$ cat src/rtl/core/tmcg_pkg.sv
package tmcg_pkg;

   localparam int CHAR_COUNT          = 256;
   localparam int GLYPH_ROWS_DEFAULT  = 32;
   localparam int FONT_BANKS_DEFAULT  = 2;
   localparam int CMDQ_DEPTH          = 4;
   localparam int OUT_DEPTH           = 4;
   localparam int ROW_W               = 5;
   localparam int CSR_INDEX_W         = 2;
   localparam int CSR_DATA_W          = 5;
   localparam int COLOR_W             = 4;
   localparam int PIXELS              = 8;
   localparam int BYTE_W              = 8;

   typedef enum logic [1:0] {
      KIND_FONT_WRITE = 2'd0,
      KIND_RENDER     = 2'd1,
      KIND_FRAME_TICK = 2'd2
   } kind_type;

   typedef enum logic [CSR_INDEX_W-1:0] {
      CSR_BLINK_ENABLE     = 2'd0,
      CSR_CURSOR_ENABLE    = 2'd1,
      CSR_CURSOR_START_ROW = 2'd2,
      CSR_CURSOR_END_ROW   = 2'd3
   } csr_index_type;

   // data holds the font byte on a write, {bg, fg} on a render
   typedef struct packed {
      logic              is_write;
      logic              glyph_off;
      logic              fill;
      logic [BYTE_W-1:0] data;
   } cmd_type;

   typedef logic [PIXELS-1:0][COLOR_W-1:0] pixel_row_type;

endpackage

$ cat src/rtl/core/tmcg_front.sv
module tmcg_front
   import tmcg_pkg::*;
#(
   parameter int GLYPH_ROWS = GLYPH_ROWS_DEFAULT,
   parameter int FONT_BANKS = FONT_BANKS_DEFAULT,
   localparam int ADDR_W = $clog2(FONT_BANKS * CHAR_COUNT * GLYPH_ROWS)
) (
   input  logic                   clock,
   input  logic                   reset,
   input  logic                   req_push,
   input  logic                   q_full,
   input  logic [1:0]             req_kind,
   input  logic [BYTE_W-1:0]      req_char_code,
   input  logic [BYTE_W-1:0]      req_attribute,
   input  logic [ROW_W-1:0]       req_row,
   input  logic                   req_is_cursor_cell,
   input  logic                   req_font_bank,
   input  logic [BYTE_W-1:0]      req_font_byte,
   input  logic                   csr_valid,
   input  logic [CSR_INDEX_W-1:0] csr_index,
   input  logic [CSR_DATA_W-1:0]  csr_wdata,
   output logic                   q_push,
   output cmd_type                q_cmd,
   output logic [ADDR_W-1:0]      q_addr
);

   localparam int ENTRY_W = $clog2(FONT_BANKS * CHAR_COUNT);
   localparam int ROW_LIM_W = ROW_W + 1;
   localparam logic [ROW_LIM_W-1:0] ROW_LIMIT = ROW_LIM_W'(GLYPH_ROWS);
   localparam logic [ADDR_W-1:0] ROWS_A = ADDR_W'(GLYPH_ROWS);

   logic              blink_enable_ff, blink_enable_in;
   logic              cursor_enable_ff, cursor_enable_in;
   logic [ROW_W-1:0]  cursor_start_ff, cursor_start_in;
   logic [ROW_W-1:0]  cursor_end_ff, cursor_end_in;
   logic [BYTE_W-1:0] frame_count_ff, frame_count_in;

   logic               accept;
   logic               row_ok;
   logic               bank;
   logic [ENTRY_W-1:0] entry;
   logic [COLOR_W-1:0] bg;
   logic               cursor_hit;

   always_ff @(posedge clock) begin
      if (reset) begin
         blink_enable_ff  <= 1'b1;
         cursor_enable_ff <= 1'b0;
         cursor_start_ff  <= '0;
         cursor_end_ff    <= '0;
         frame_count_ff   <= '0;
      end else begin
         blink_enable_ff  <= blink_enable_in;
         cursor_enable_ff <= cursor_enable_in;
         cursor_start_ff  <= cursor_start_in;
         cursor_end_ff    <= cursor_end_in;
         frame_count_ff   <= frame_count_in;
      end
   end

   always_comb begin
      blink_enable_in  = blink_enable_ff;
      cursor_enable_in = cursor_enable_ff;
      cursor_start_in  = cursor_start_ff;
      cursor_end_in    = cursor_end_ff;
      if (csr_valid) begin
         unique case (csr_index_type'(csr_index))
            CSR_BLINK_ENABLE:     blink_enable_in  = csr_wdata[0];
            CSR_CURSOR_ENABLE:    cursor_enable_in = csr_wdata[0];
            CSR_CURSOR_START_ROW: cursor_start_in  = csr_wdata[ROW_W-1:0];
            CSR_CURSOR_END_ROW:   cursor_end_in    = csr_wdata[ROW_W-1:0];
            default: ;
         endcase
      end
   end

   assign accept = req_push && !q_full;
   assign row_ok = {1'b0, req_row} < ROW_LIMIT;

   always_comb begin
      // bank numbers wrap when only one bank is built
      bank   = (kind_type'(req_kind) == KIND_FONT_WRITE) ? req_font_bank : req_attribute[3];
      entry  = ENTRY_W'({bank, req_char_code});
      q_addr = ADDR_W'(ADDR_W'(entry) * ROWS_A) + ADDR_W'(req_row);

      bg = req_attribute[7:4];
      if (blink_enable_ff) begin
         bg[COLOR_W-1] = 1'b0;
      end
      cursor_hit = cursor_enable_ff && frame_count_ff[3] && req_is_cursor_cell
                   && (req_row >= cursor_start_ff) && (req_row <= cursor_end_ff);

      frame_count_in  = frame_count_ff;
      q_push          = 1'b0;
      q_cmd.is_write  = 1'b0;
      q_cmd.glyph_off = 1'b0;
      q_cmd.fill      = 1'b0;
      q_cmd.data      = {bg, req_attribute[3:0]};
      unique case (kind_type'(req_kind))
         KIND_FONT_WRITE: begin
            q_push         = accept && row_ok;
            q_cmd.is_write = 1'b1;
            q_cmd.data     = req_font_byte;
         end
         KIND_RENDER: begin
            q_push          = accept;
            q_cmd.glyph_off = !row_ok
                              || (blink_enable_ff && req_attribute[7] && frame_count_ff[4]);
            q_cmd.fill      = cursor_hit;
         end
         KIND_FRAME_TICK: begin
            if (accept) begin
               frame_count_in = frame_count_ff + 1'b1;
            end
         end
         default: ;
      endcase
   end

endmodule

$ cat config.mk
export PLATFORM = sky130hd
export DESIGN_NAME = tmcg_front
export DESIGN_NICKNAME = d
export VERILOG_FILES = /design/src/rtl/core/tmcg_pkg.sv /design/src/rtl/core/tmcg_front.sv
export SDC_FILE = /design/constraint.sdc
export NUM_CORES = 1
export LEC_CHECK = 0
export ABC_AREA = 1
export BUFFER_PORTS_ARGS = -buffer_cell sky130_fd_sc_hd__buf_2
export CORE_MARGIN = 1
export CORE_UTILIZATION = 40
export DETAILED_ROUTE_END_ITERATION = 12
export PLACE_DENSITY = 0.75
export SLEW_MARGIN = 20
export SYNTH_ARGS = -nofsm -noshare
export SYNTH_HDL_FRONTEND = slang
export SYNTH_SLANG_ARGS = --single-unit
$ cat constraint.sdc
create_clock -name clock -period 2.3 [get_ports clock]
set_input_delay 0.23 -clock clock [delete_from_list [all_inputs] [get_ports clock]]
set_output_delay 0.23 -clock clock [all_outputs]
set_load 0.01 [all_outputs]
==> run metrics <==
count leader, synth nand2_1; r2r worst-path depth 4; Post-CTS Setup Inserts 0; die span in y 56.6 um; GRT overflow 0; PortBufs 54; Worst EP arrival 1.53 ns; area grow syn2layout 19.4%; Core Region 2780 sq um; Flop pwr share 48.9%; Ports 71; Setup WS post-layout 0.545 ns; CTS tree yes; post-synthesis cell type count 18; CTS resizes 0; multi-input logic area 644 sq um; Leak 0.754 nW; Tcrit/Tclk final 76.3%; global-route wire length before repair 4.02 mm; hold_sp reset; syn_nets 236; CTS buffer count 3; CP Cell Sequence inv_1, ha_1, nand2_1, inv_1, nand2_1, nand2_1, nor2_1, nor2_1, nor2_1, buf_2; post-route cell area 1430 sq um; dpl cell area 1400 sq um; fmax 570 MHz; Worst Setup EP q_cmd[8]; beginning of the critical path cursor_end_ff[4]; final wirelength 2.28 mm; Gate Count Post-Synth 180; Routed Antenna Nets 0; drt via density 4.64; EDFF count, synth 0; worst min path class in2reg; largest area contributor in the synthesized netlist dfxtp_1; Power Total 0.636 mW; crit-path max cell delay 0.33 ns; ys async rst share 0%; die area 3210 sq um; post-synthesis sequential area ratio 28.5%; DRT Pass-1 Iters 4; n_diodes 0; vias in the first global route 1,008; number of DRC markers in iteration 0 36; fraction of layout cells with a size suffix above 1 28.3%; post-DP HPWL 1.88 mm; Psw 0.194 mW; filler instances 305; Sw Share 30.5%; element type at the critical path start flop; Critical Path End Type output pin; Worst-Margin Slew 0.306 ns; PwrDens 447 nW/um^2; Avg Cell Area, Syn 6.63 sq um; Primary FF master, synth dfxtp_1; chip width 56.6 um; Tmin final 1.76 ns; fraction of power consumed by combinational cells 24.6%; H-tree lvl count 1; pin count of the biggest net entering global routing 15; Crit Path Max Fanout 3; RePlAce Congestion 0.822; clock transition at the registers of the reported paths 0.11 ns; crit-path leading delay family simple AND/OR/NAND/NOR gates; Clock Sinks 17; flop-to-flop setup slack 1.32 ns; register area 340 sq um; Worst VDD drop 0.357 mV; WP depth 10; crit path max-delay cell type dfxtp_1; WL/cell 8.97 um; synth warn 0; Rows 19; RSZ-0062 raised after global routing no; status completed; clk root buf clkbuf_4; Worst slew margin 79.6%; clock buffer depth 2; initial antenna violation count 0; max cap viols 0; dominant cells by area after synthesis dfxtp_1 (29%), nand2_1 (16%), ha_1 (12%), buf_4 (8.8%), a21oi_1 (7.5%); Buf+Inv Stages, Crit Path 3; DRC 0; Synth Cell Area 1190 sq um; Post-Place Worst Slack 0.852 ns; internal power 0.442 mW; setup TNS 0 ns; crit path kind reg2out; Worst R2R End frame_count_ff[2]; clock power share 26.6%; Hold Vio Cnt, Final 0; hold_ws 0.127 ns; CP Data Required Time 2.07 ns; Worst-Skew Late Latency 0.29 ns; final setup violation count 0; fin. max-slew vios 0; detailed-route via count 1,179; CTS Hold Bufs 0; flops & latches, synth 17; Worst Clk Skew 0.00293 ns; fin nets 280; most frequent cells after synthesis nand2_1 (50), inv_1 (24), a21oi_1 (18); R2R Path Start frame_count_ff[1]; top-area cell type share of the netlist area 28.5%; GR Util All Layers 15.6%; starting density of the core 42.9%
## routing by layer
layer	track usage, %	routed length (um)
met2	24.2	1050
met1	20.9	1100
met3	3.00	136
met4	6.62	0
met5	0	0
## placed cells by master (no fill, tap or decap), drive strengths merged, types with 2 or more instances in the layout
master and instances:
clkbuf 3, nand2 50, a21oi 18, o21ai 14, nor3 2, ha 11
dfxtp 17, nand3 9, inv 25, buf 55, nor2 14
## metrics by stage
| stage | util [%] | std cells |
|---|---|---|
| 2_1_floorplan | - | 180 |
| 3_3_place_gp | 50.2 | 250 |
| 3_5_place_dp | 50.2 | 250 |
| 4_1_cts | 51.2 | 254 |
| 5_1_grt | 51.2 | 254 |
| 6_report | 51.2 | 254 |
## worst reg2reg max path: stages, from the launching register on
cell	delay [ns]
dfxtp_1	0.37
ha_1	0.21
xor2_1	0.16
nand2_1	0.07
a21oi_1	0.12
## cell type report
| type | instances | share of cell area [%] |
|---|---|---|
| Clock buffer | 3 | 1.58 |
| Clock inverter | 1 | 0.527 |
| Inverter | 25 | 6.58 |
| Multi-Input combinational cell | 122 | 45.2 |
| Sequential cell | 17 | 23.9 |
| Tap cell | 31 | 2.72 |
| Timing Repair Buffer | 55 | 19.5 |
## worst min path at each step
stage	to	cells after the start
after floorplan	frame_count_ff[2]	1
after global placement	cursor_start_ff[0]	2
after detailed placement	cursor_start_ff[0]	2
after CTS	frame_count_ff[4]	2
after global routing	frame_count_ff[4]	2
final	frame_count_ff[4]	2
## state kept, by name (all words and copies together), names as in the netlist
register and count:
cursor_enable_ff 1, blink_enable_ff 1, frame_count_ff 5, cursor_end_ff 5
cursor_start_ff 5
## logic make-up after synthesis
logic type | synth area share, %
DFF | 28.5
buffers and inverters | 17.5
AOI/OAI and AO/OA | 13.4
adders and majority gates | 11.5
and+or+nand+nor | 28.3
xor gates and xnor gates | 0.734
## power by group through the flow
stage	Sequential, mW	Clock (mW)	Combinational (mW)
global route	0.313	0.191	0.184
floorplan	0.316	0	0.111
detailed placement	0.318	0	0.158
finish	0.311	0.169	0.156
CTS	0.311	0.174	0.159
global placement	0.317	0	0.156
Note: power is estimated with default switching activity, not from simulation.
