[config.mk]
export PLATFORM = sky130hd
export DESIGN_NAME = tmcg_cmdq
export DESIGN_NICKNAME = d
export VERILOG_FILES = /design/src/rtl/core/tmcg_pkg.sv /design/src/rtl/core/tmcg_cmdq.sv
export SDC_FILE = /design/constraint.sdc
export NUM_CORES = 1
export LEC_CHECK = 0
export ABC_AREA = 1
export BUFFER_PORTS_ARGS = -buffer_cell sky130_fd_sc_hd__clkbuf_2
export CORE_MARGIN = 10
export CORE_UTILIZATION = 40
export CTS_CLUSTER_SIZE = 20
export DETAILED_ROUTE_END_ITERATION = 10
export SYNTH_ARGS = -nofsm -noshare
export SYNTH_HDL_FRONTEND = slang
export SYNTH_SLANG_ARGS = --single-unit
[constraint.sdc]
create_clock -name clock -period 2.7 [get_ports clock]
set_input_delay 0.81 -clock clock [delete_from_list [all_inputs] [get_ports clock]]
set_output_delay 0.81 -clock clock [all_outputs]
set_load 0.01 [all_outputs]
[src/rtl/core/tmcg_pkg.sv]
package tmcg_pkg;

   localparam int CHAR_COUNT          = 256;
   localparam int GLYPH_ROWS_DEFAULT  = 32;
   localparam int FONT_BANKS_DEFAULT  = 2;
   localparam int CMDQ_DEPTH          = 4;
   localparam int OUT_DEPTH           = 4;
   localparam int ROW_W               = 5;
   localparam int CSR_INDEX_W         = 2;
   localparam int CSR_DATA_W          = 5;
   localparam int COLOR_W             = 4;
   localparam int PIXELS              = 8;
   localparam int BYTE_W              = 8;

   typedef enum logic [1:0] {
      KIND_FONT_WRITE = 2'd0,
      KIND_RENDER     = 2'd1,
      KIND_FRAME_TICK = 2'd2
   } kind_type;

   typedef enum logic [CSR_INDEX_W-1:0] {
      CSR_BLINK_ENABLE     = 2'd0,
      CSR_CURSOR_ENABLE    = 2'd1,
      CSR_CURSOR_START_ROW = 2'd2,
      CSR_CURSOR_END_ROW   = 2'd3
   } csr_index_type;

   // data holds the font byte on a write, {bg, fg} on a render
   typedef struct packed {
      logic              is_write;
      logic              glyph_off;
      logic              fill;
      logic [BYTE_W-1:0] data;
   } cmd_type;

   typedef logic [PIXELS-1:0][COLOR_W-1:0] pixel_row_type;

endpackage

[src/rtl/core/tmcg_cmdq.sv]
module tmcg_cmdq
   import tmcg_pkg::*;
#(
   parameter int GLYPH_ROWS = GLYPH_ROWS_DEFAULT,
   parameter int FONT_BANKS = FONT_BANKS_DEFAULT,
   localparam int ADDR_W = $clog2(FONT_BANKS * CHAR_COUNT * GLYPH_ROWS)
) (
   input  logic              clock,
   input  logic              reset,
   input  logic              push,
   input  cmd_type           push_cmd,
   input  logic [ADDR_W-1:0] push_addr,
   output logic              full,
   input  logic              pop,
   output logic              empty,
   output cmd_type           head_cmd,
   output logic [ADDR_W-1:0] head_addr
);

   localparam int PTR_W = $clog2(CMDQ_DEPTH);
   localparam int CNT_W = $clog2(CMDQ_DEPTH + 1);
   localparam logic [PTR_W-1:0] PTR_LAST = PTR_W'(CMDQ_DEPTH - 1);
   localparam logic [CNT_W-1:0] CNT_FULL = CNT_W'(CMDQ_DEPTH);

   cmd_type           cmd_ff  [CMDQ_DEPTH];
   logic [ADDR_W-1:0] addr_ff [CMDQ_DEPTH];
   logic [PTR_W-1:0]  wr_ptr_ff, wr_ptr_in;
   logic [PTR_W-1:0]  rd_ptr_ff, rd_ptr_in;
   logic [CNT_W-1:0]  count_ff, count_in;
   logic              do_push, do_pop;

   assign full      = (count_ff == CNT_FULL);
   assign empty     = (count_ff == '0);
   assign do_push   = push && !full;
   assign do_pop    = pop && !empty;
   assign head_cmd  = cmd_ff[rd_ptr_ff];
   assign head_addr = addr_ff[rd_ptr_ff];

   always_comb begin
      wr_ptr_in = wr_ptr_ff;
      rd_ptr_in = rd_ptr_ff;
      count_in  = count_ff;
      if (do_push) begin
         wr_ptr_in = (wr_ptr_ff == PTR_LAST) ? '0 : wr_ptr_ff + 1'b1;
      end
      if (do_pop) begin
         rd_ptr_in = (rd_ptr_ff == PTR_LAST) ? '0 : rd_ptr_ff + 1'b1;
      end
      if (do_push && !do_pop) begin
         count_in = count_ff + 1'b1;
      end else if (do_pop && !do_push) begin
         count_in = count_ff - 1'b1;
      end
   end

   always_ff @(posedge clock) begin
      if (reset) begin
         wr_ptr_ff <= '0;
         rd_ptr_ff <= '0;
         count_ff  <= '0;
      end else begin
         wr_ptr_ff <= wr_ptr_in;
         rd_ptr_ff <= rd_ptr_in;
         count_ff  <= count_in;
      end
   end

   always_ff @(posedge clock) begin
      if (do_push) begin
         cmd_ff[wr_ptr_ff]  <= push_cmd;
         addr_ff[wr_ptr_ff] <= push_addr;
      end
   end

endmodule

==> impl_metrics.csv, run 1 <==
group,metric,value,unit
outcome,status,"finished clean",
final_layout,final_common_cell,"edfxtp_1",
timing,fmax,400,MHz
pwr,ir_worst_vdd,0.361,mV
setup_path,worstRegToRegCells,13,
synthesis,ys_seq_elements,109,
die,die_w,124,um
setup_path,crit_type,"flop to output port",
routing,drc,0,
setup_path,reg2reg_to,"count_ff[2]$_SDFFE_PP0P_",
synthesis,yosys_warnings,0,
final_layout,layout-drive-gt1-share,28.7,%
final_layout,area_delta_synth_final,15.2,%
worst_hold_path,hold_path_class,"flop to flop",
final_layout,instances_no_fill,516,
clocking,h-tree-depth,3,
final_layout,fin_util,47.7,%
die,die_y,124,um
worst_hold_path,hp-start,"rd_ptr_ff[1]$_SDFFE_PP0P_",
clocking,cts_buffers,9,
synthesis,syn_area,4320,um^2
setup_path,r2r_start,"count_ff[0]$_SDFFE_PP0P_",
clocking,postCtsResizedCells,1,
grt,grt_overflow,0,
routing,drtPass1Iterations,4,
timing,final_max_slew_viol_count,0,
clocking,root_buffer,"clkbuf_8",
setup_path,r2r_setup_slack,0.81,ns
clocking,post_cts_buffers,0,
setup_path,crit_required,1.89,ns
die,fp-row-count,37,
grt,grt_max_degree,41,
pwr,total_power,4.57,mW
routing,wl_per_cell,16.7,um
clocking,ctsHoldBuffers,0,
routing,vias_per_cell,4.96,
job,cap_viol_max_count,0,
worst_hold_path,worstHoldPathCells,2,
grt,antenna_found_initial,0,
timing,finalSetupTns,0,ns
timing,finalCriticalPeriod,2.50,ns
setup_path,crit_path_max_fanout,35,
clocking,clkLatencyLatePin,0.35,ns
die,core-area,10400,um^2
routing,drt.antenna.violating_nets,0,
timing,relSlewSlack,73.1,%
routing,num_vias,2560,
synthesis,synth.distinct_cells,22,
place,dpl.hpwl,5650,um
clocking,cts.sinks,109,
synthesis,synth_area_per_cell,13.8,um^2
synthesis,syn_inst,313,
timing,finalHoldViolations,0,
synthesis,synth_seq_area_share,73.7,%
pwr,p_leak,1.83,nW
timing,setup_viol_count_final,0,
clocking,cts_tree,"built",
routing,drt_iter0_drc,131,
grt,track_usage,11.5,%
die,start_util,41.5,%
routing,routed_wl,8620,um
timing,fin_skew,0.00672,ns
clocking,clk_path_buf_depth,2,
die,io_pins,56,
final_layout,nets,411,
timing,rsz0062_at_grt,"false",
setup_path,start_kind,"flop",
timing,period_share,92.7,%
clocking,path_clk_slew,0.09,ns
setup_path,cp-end-kind,"output port",
pwr,power_density,918,nW/um^2
synthesis,synth_nets,349,
place,port_buffers,55,
final_layout,num_antenna_cells,0,
die,dieArea,15400,um^2
place,gp_congestion,0.744,
final_layout,final_cell_mix,"100 x edfxtp_1, 61 x nor2_1, 55 x clkbuf_2",
setup_path,critPathArrivalTime,1.69,ns
timing,worst_pin_slew,0.403,ns
grt,grt_pass1_vias,2624,
place,placedCellCount,500,
grt,grt_pass1_wl,13600,um
==> area by class of cell <==
type,instances,area (um^2)
fill,927,5440
timing repair buffer,66,408
clock buffer,11,131
clock inverter,5,35.0
sequential,109,3190
tap,136,170
inverter,18,72.6
multi-input combinational,171,970
==> through the flow <==
step                      hold slack [ns]  area, um^2  setup WS [ns]
final                               0.537        4970          0.198
after global routing                0.575        4970         0.0352
after CTS                           0.536        4970         0.0642
after detailed placement            0.526        4800          0.315
after global placement              0.513        4800          0.324
after floorplan                     0.483        4320          0.304
==> where the power goes <==
part	switching (mW)	internal (mW)	total, mW
logic	0.945	0.579	1.52
registers	0.123	2.07	2.19
clock network	0.514	0.338	0.853
total	1.58	2.98	4.57
==> synth_stat cells <==
| library cell | number | area share (%) |
|---|---|---|
| dfxtp_1 | 9 | 4.2 |
| buf_4 | 5 | 0.87 |
| a21oi_1 | 3 | 0.35 |
| buf_2 | 4 | 0.46 |
| nand2_1 | 14 | 1.2 |
| nor2_1 | 65 | 5.7 |
| buf_6 | 6 | 1.6 |
| o21ai_0 | 6 | 0.70 |
| inv_1 | 16 | 1.4 |
| edfxtp_1 | 100 | 70 |
| o22ai_1 | 24 | 3.5 |
| nand3b_1 | 2 | 0.35 |
| inv_4 | 1 | 0.14 |
| ha_1 | 6 | 1.7 |
| xor2_1 | 1 | 0.20 |
| inv_2 | 1 | 0.087 |
| o21ai_1 | 25 | 2.9 |
| o22ai_2 | 1 | 0.29 |
| fa_1 | 1 | 0.46 |
| nand4_1 | 1 | 0.14 |
| nand3_1 | 2 | 0.23 |
| o21ai_2 | 20 | 4.1 |
==> sequential cells by signal, indices dropped and copies added (netlist names), named ones only <==
name       cells
wr_ptr_ff      2
cmd_ff        44
count_ff       3
rd_ptr_ff      2
addr_ff       56
==> layer usage <==
layer	track usage (%)	wire [um]	up-vias
met5	0	0	-
met4	3.24	62	0
met3	4.25	557	5
met2	18.7	4160	50
met1	14.1	3840	1251
li1	-	-	1254
==> logic make-up (layout without fill, tap and decap cells) <==
| group | count (synthesis) | in the layout | share of synthesized area (%) |
|---|---|---|---|
| DFF | 109 | 109 | 73.7 |
| buffers and inverters | 33 | 100 | 4.52 |
| AOI/OAI and AO/OA | 79 | 79 | 11.8 |
| xor gates and xnor gates | 1 | 1 | 0.203 |
| and+or+nand+nor | 84 | 84 | 7.59 |
| adders and majority gates | 7 | 7 | 2.20 |
==> worst max path at each step <==
stage                                          to  start  slack [ns]  cells past startpoint
final                                 head_cmd[9]   flop        0.20                      5
after global routing                  head_cmd[9]   flop        0.04                      5
after CTS                             head_cmd[9]   flop        0.06                      5
after detailed placement             head_addr[7]   flop        0.31                      4
after global placement                head_cmd[3]   flop        0.32                      5
after floorplan           addr_ff[0][0]$_DFFE_PP_   push        0.30                      2
==> critical path: stages, from the launching register on <==
cell and delay [ns]:
dfxtp_2 0.41, inv_6 0.28, buf_4 0.25, nor2_1 0.06, o22ai_1 0.16, clkbuf_2 0.16
Power figures use the tool's default switching activity.
==> run 2, diff against run 1 <==
- ABC_CLOCK_PERIOD_IN_PS: unset -> 2700
- GPL_TIMING_DRIVEN: unset -> 0
- RECOVER_POWER: unset -> 100
==> impl_metrics.csv, run 2 (same netlist as run 1, synthesis figures left out) <==
group,metric,value,unit
routing,drt.antenna.violating_nets,0,
final_layout,final_common_cell,"edfxtp_1",
clocking,h-tree-depth,3,
timing,period_share,93.4,%
die,core-area,10400,um^2
grt,antenna_found_initial,0,
routing,drtPass1Iterations,4,
grt,grt_overflow,0,
clocking,ctsHoldBuffers,0,
final_layout,stdcell_area,4970,um^2
clocking,cts_buffers,9,
final_layout,instances_no_fill,520,
place,dpl.hpwl,5710,um
routing,routed_wl,9110,um
routing,num_vias,2581,
timing,fin_skew,0.00831,ns
place,placed_area,4790,um^2
die,io_pins,56,
final_layout,seqCellArea,3180,um^2
grt,grt_pass1_wl,14100,um
timing,relSlewSlack,39.4,%
setup_path,cpPeakStageDelay,0.33,ns
routing,drt_iter0_drc,162,
final_layout,largest_reg_flops,56,
place,placedCellCount,504,
routing,wl_per_cell,17.5,um
grt,track_usage,12.3,%
setup_path,cp-end-kind,"output port",
timing,finalHoldViolations,0,
clocking,post_cts_buffers,0,
routing,wl_met1,3720,um
setup_path,crit_type,"flop to output port",
pwr,power_density,978,nW/um^2
setup_path,start_kind,"flop",
die,die_w,124,um
final_layout,layout-drive-gt1-share,16.7,%
setup_path,crit_slowest_cell,"dfxtp_1",
timing,final_max_slew_viol_count,0,
routing,wl_met3,591,um
final_layout,regMostFlops,"addr_ff",
setup_path,cp_num_buf_inv,3,
timing,setup_viol_count_final,0,
final_layout,top_regs,"addr_ff: 56 flops, cmd_ff: 44 flops, count_ff: 3 flops",
grt,grt_pass1_vias,2670,
setup_path,crit_path_max_fanout,10,
setup_path,critPathArrivalTime,1.71,ns
clocking,postCtsResizedCells,0,
timing,rsz0062_at_grt,"false",
place,place_ws,0.295,ns
die,dieArea,15400,um^2
setup_path,crit_path_cell_trace,"buf_6 > clkbuf_2 > o21ai_0 > o22ai_1 > clkbuf_1",
pwr,p_leak,1.73,nW
final_layout,multiInputGateArea,970,um^2
timing,finalCriticalPeriod,2.52,ns
timing,worst_pin_slew,0.907,ns
die,start_util,41.5,%
final_layout,final_cell_mix,"100 x edfxtp_1, 61 x nor2_1, 48 x clkbuf_1",
clocking,clk_path_buf_depth,2,
clocking,cts.sinks,109,
routing,top_layer,"met4",
final_layout,fin_util,47.8,%
grt,grt_max_degree,26,
job,cap_viol_max_count,0,
clocking,clkLatencyLatePin,0.36,ns
routing,met2_length,4730,um
outcome,status,"finished clean",
pwr,ir_worst_vdd,0.404,mV
final_layout,area_delta_synth_final,15.2,%
clocking,path_clk_slew,0.09,ns
die,die_y,124,um
die,fp-row-count,37,
timing,fmax,397,MHz
final_layout,num_antenna_cells,0,
routing,drc,0,
worst_hold_path,hold_path_class,"flop to flop",
place,gp_congestion,0.754,
routing,vias_per_cell,4.96,
final_layout,fill_cells,942,
clocking,root_buffer,"clkbuf_8",
timing,setup_slack,0.178,ns
setup_path,crit_family,"buffers and inverters",
pwr,total_power,4.86,mW
clocking,cts_tree,"built",
place,port_buffers,55,
setup_path,crit_required,1.89,ns
final_layout,nets,415,
[run 2: worst reg2reg max path, delay by kind of cell, from the launching register on]
kind	cells	cell delay (ns)
compound gates	1	0.18
buf+inv	2	0.18
flops	1	0.35
fa+ha+maj	2	0.64
simple gates	4	0.69
[run 2: where the power goes]
group	internal, mW	switching [mW]
logic	0.535	1.02
registers	2.07	0.0866
clock network	0.621	0.533
[run 2: through the flow]
step                      hold WS, ns  TNS (ns)
after floorplan                 0.483         0
after global placement          0.507    -70.35
after detailed placement        0.526         0
after CTS                       0.543         0
after global routing            0.587         0
final                           0.536         0
[run 2: path summary, 6_finish.rpt]
path | to | slack, ns | depth (start not counted) | start
worst min register to register | rd_ptr_ff[1]$_SDFFE_PP0P_ | 0.54 | 2 | rd_ptr_ff[1]$_SDFFE_PP0P_
worst max register to register | count_ff[1]$_SDFFE_PP0P_ | 0.57 | 9 | count_ff[1]$_SDFFE_PP0P_
worst max-delay path | head_addr[1] | 0.18 | 5 | flop
worst min-delay path | rd_ptr_ff[1]$_SDFFE_PP0P_ | 0.54 | 2 | rd_ptr_ff[1]$_SDFFE_PP0P_
[run 2: layer usage]
metal | up-vias | GRT usage [%]
met5 | - | 0
met4 | 0 | 2.81
met3 | 5 | 5.16
met2 | 50 | 21.3
met1 | 1264 | 13.9
li1 | 1262 | -
[run 2: cell type report]
cell class | instances | area share, %
buffer | 15 | 2.46
clock buffer | 9 | 2.49
clock inverter | 7 | 2.41
multi-input combinational | 171 | 19.5
timing repair buffer | 55 | 4.33
inverter | 18 | 1.41
sequential | 109 | 64.0
tap | 136 | 3.42
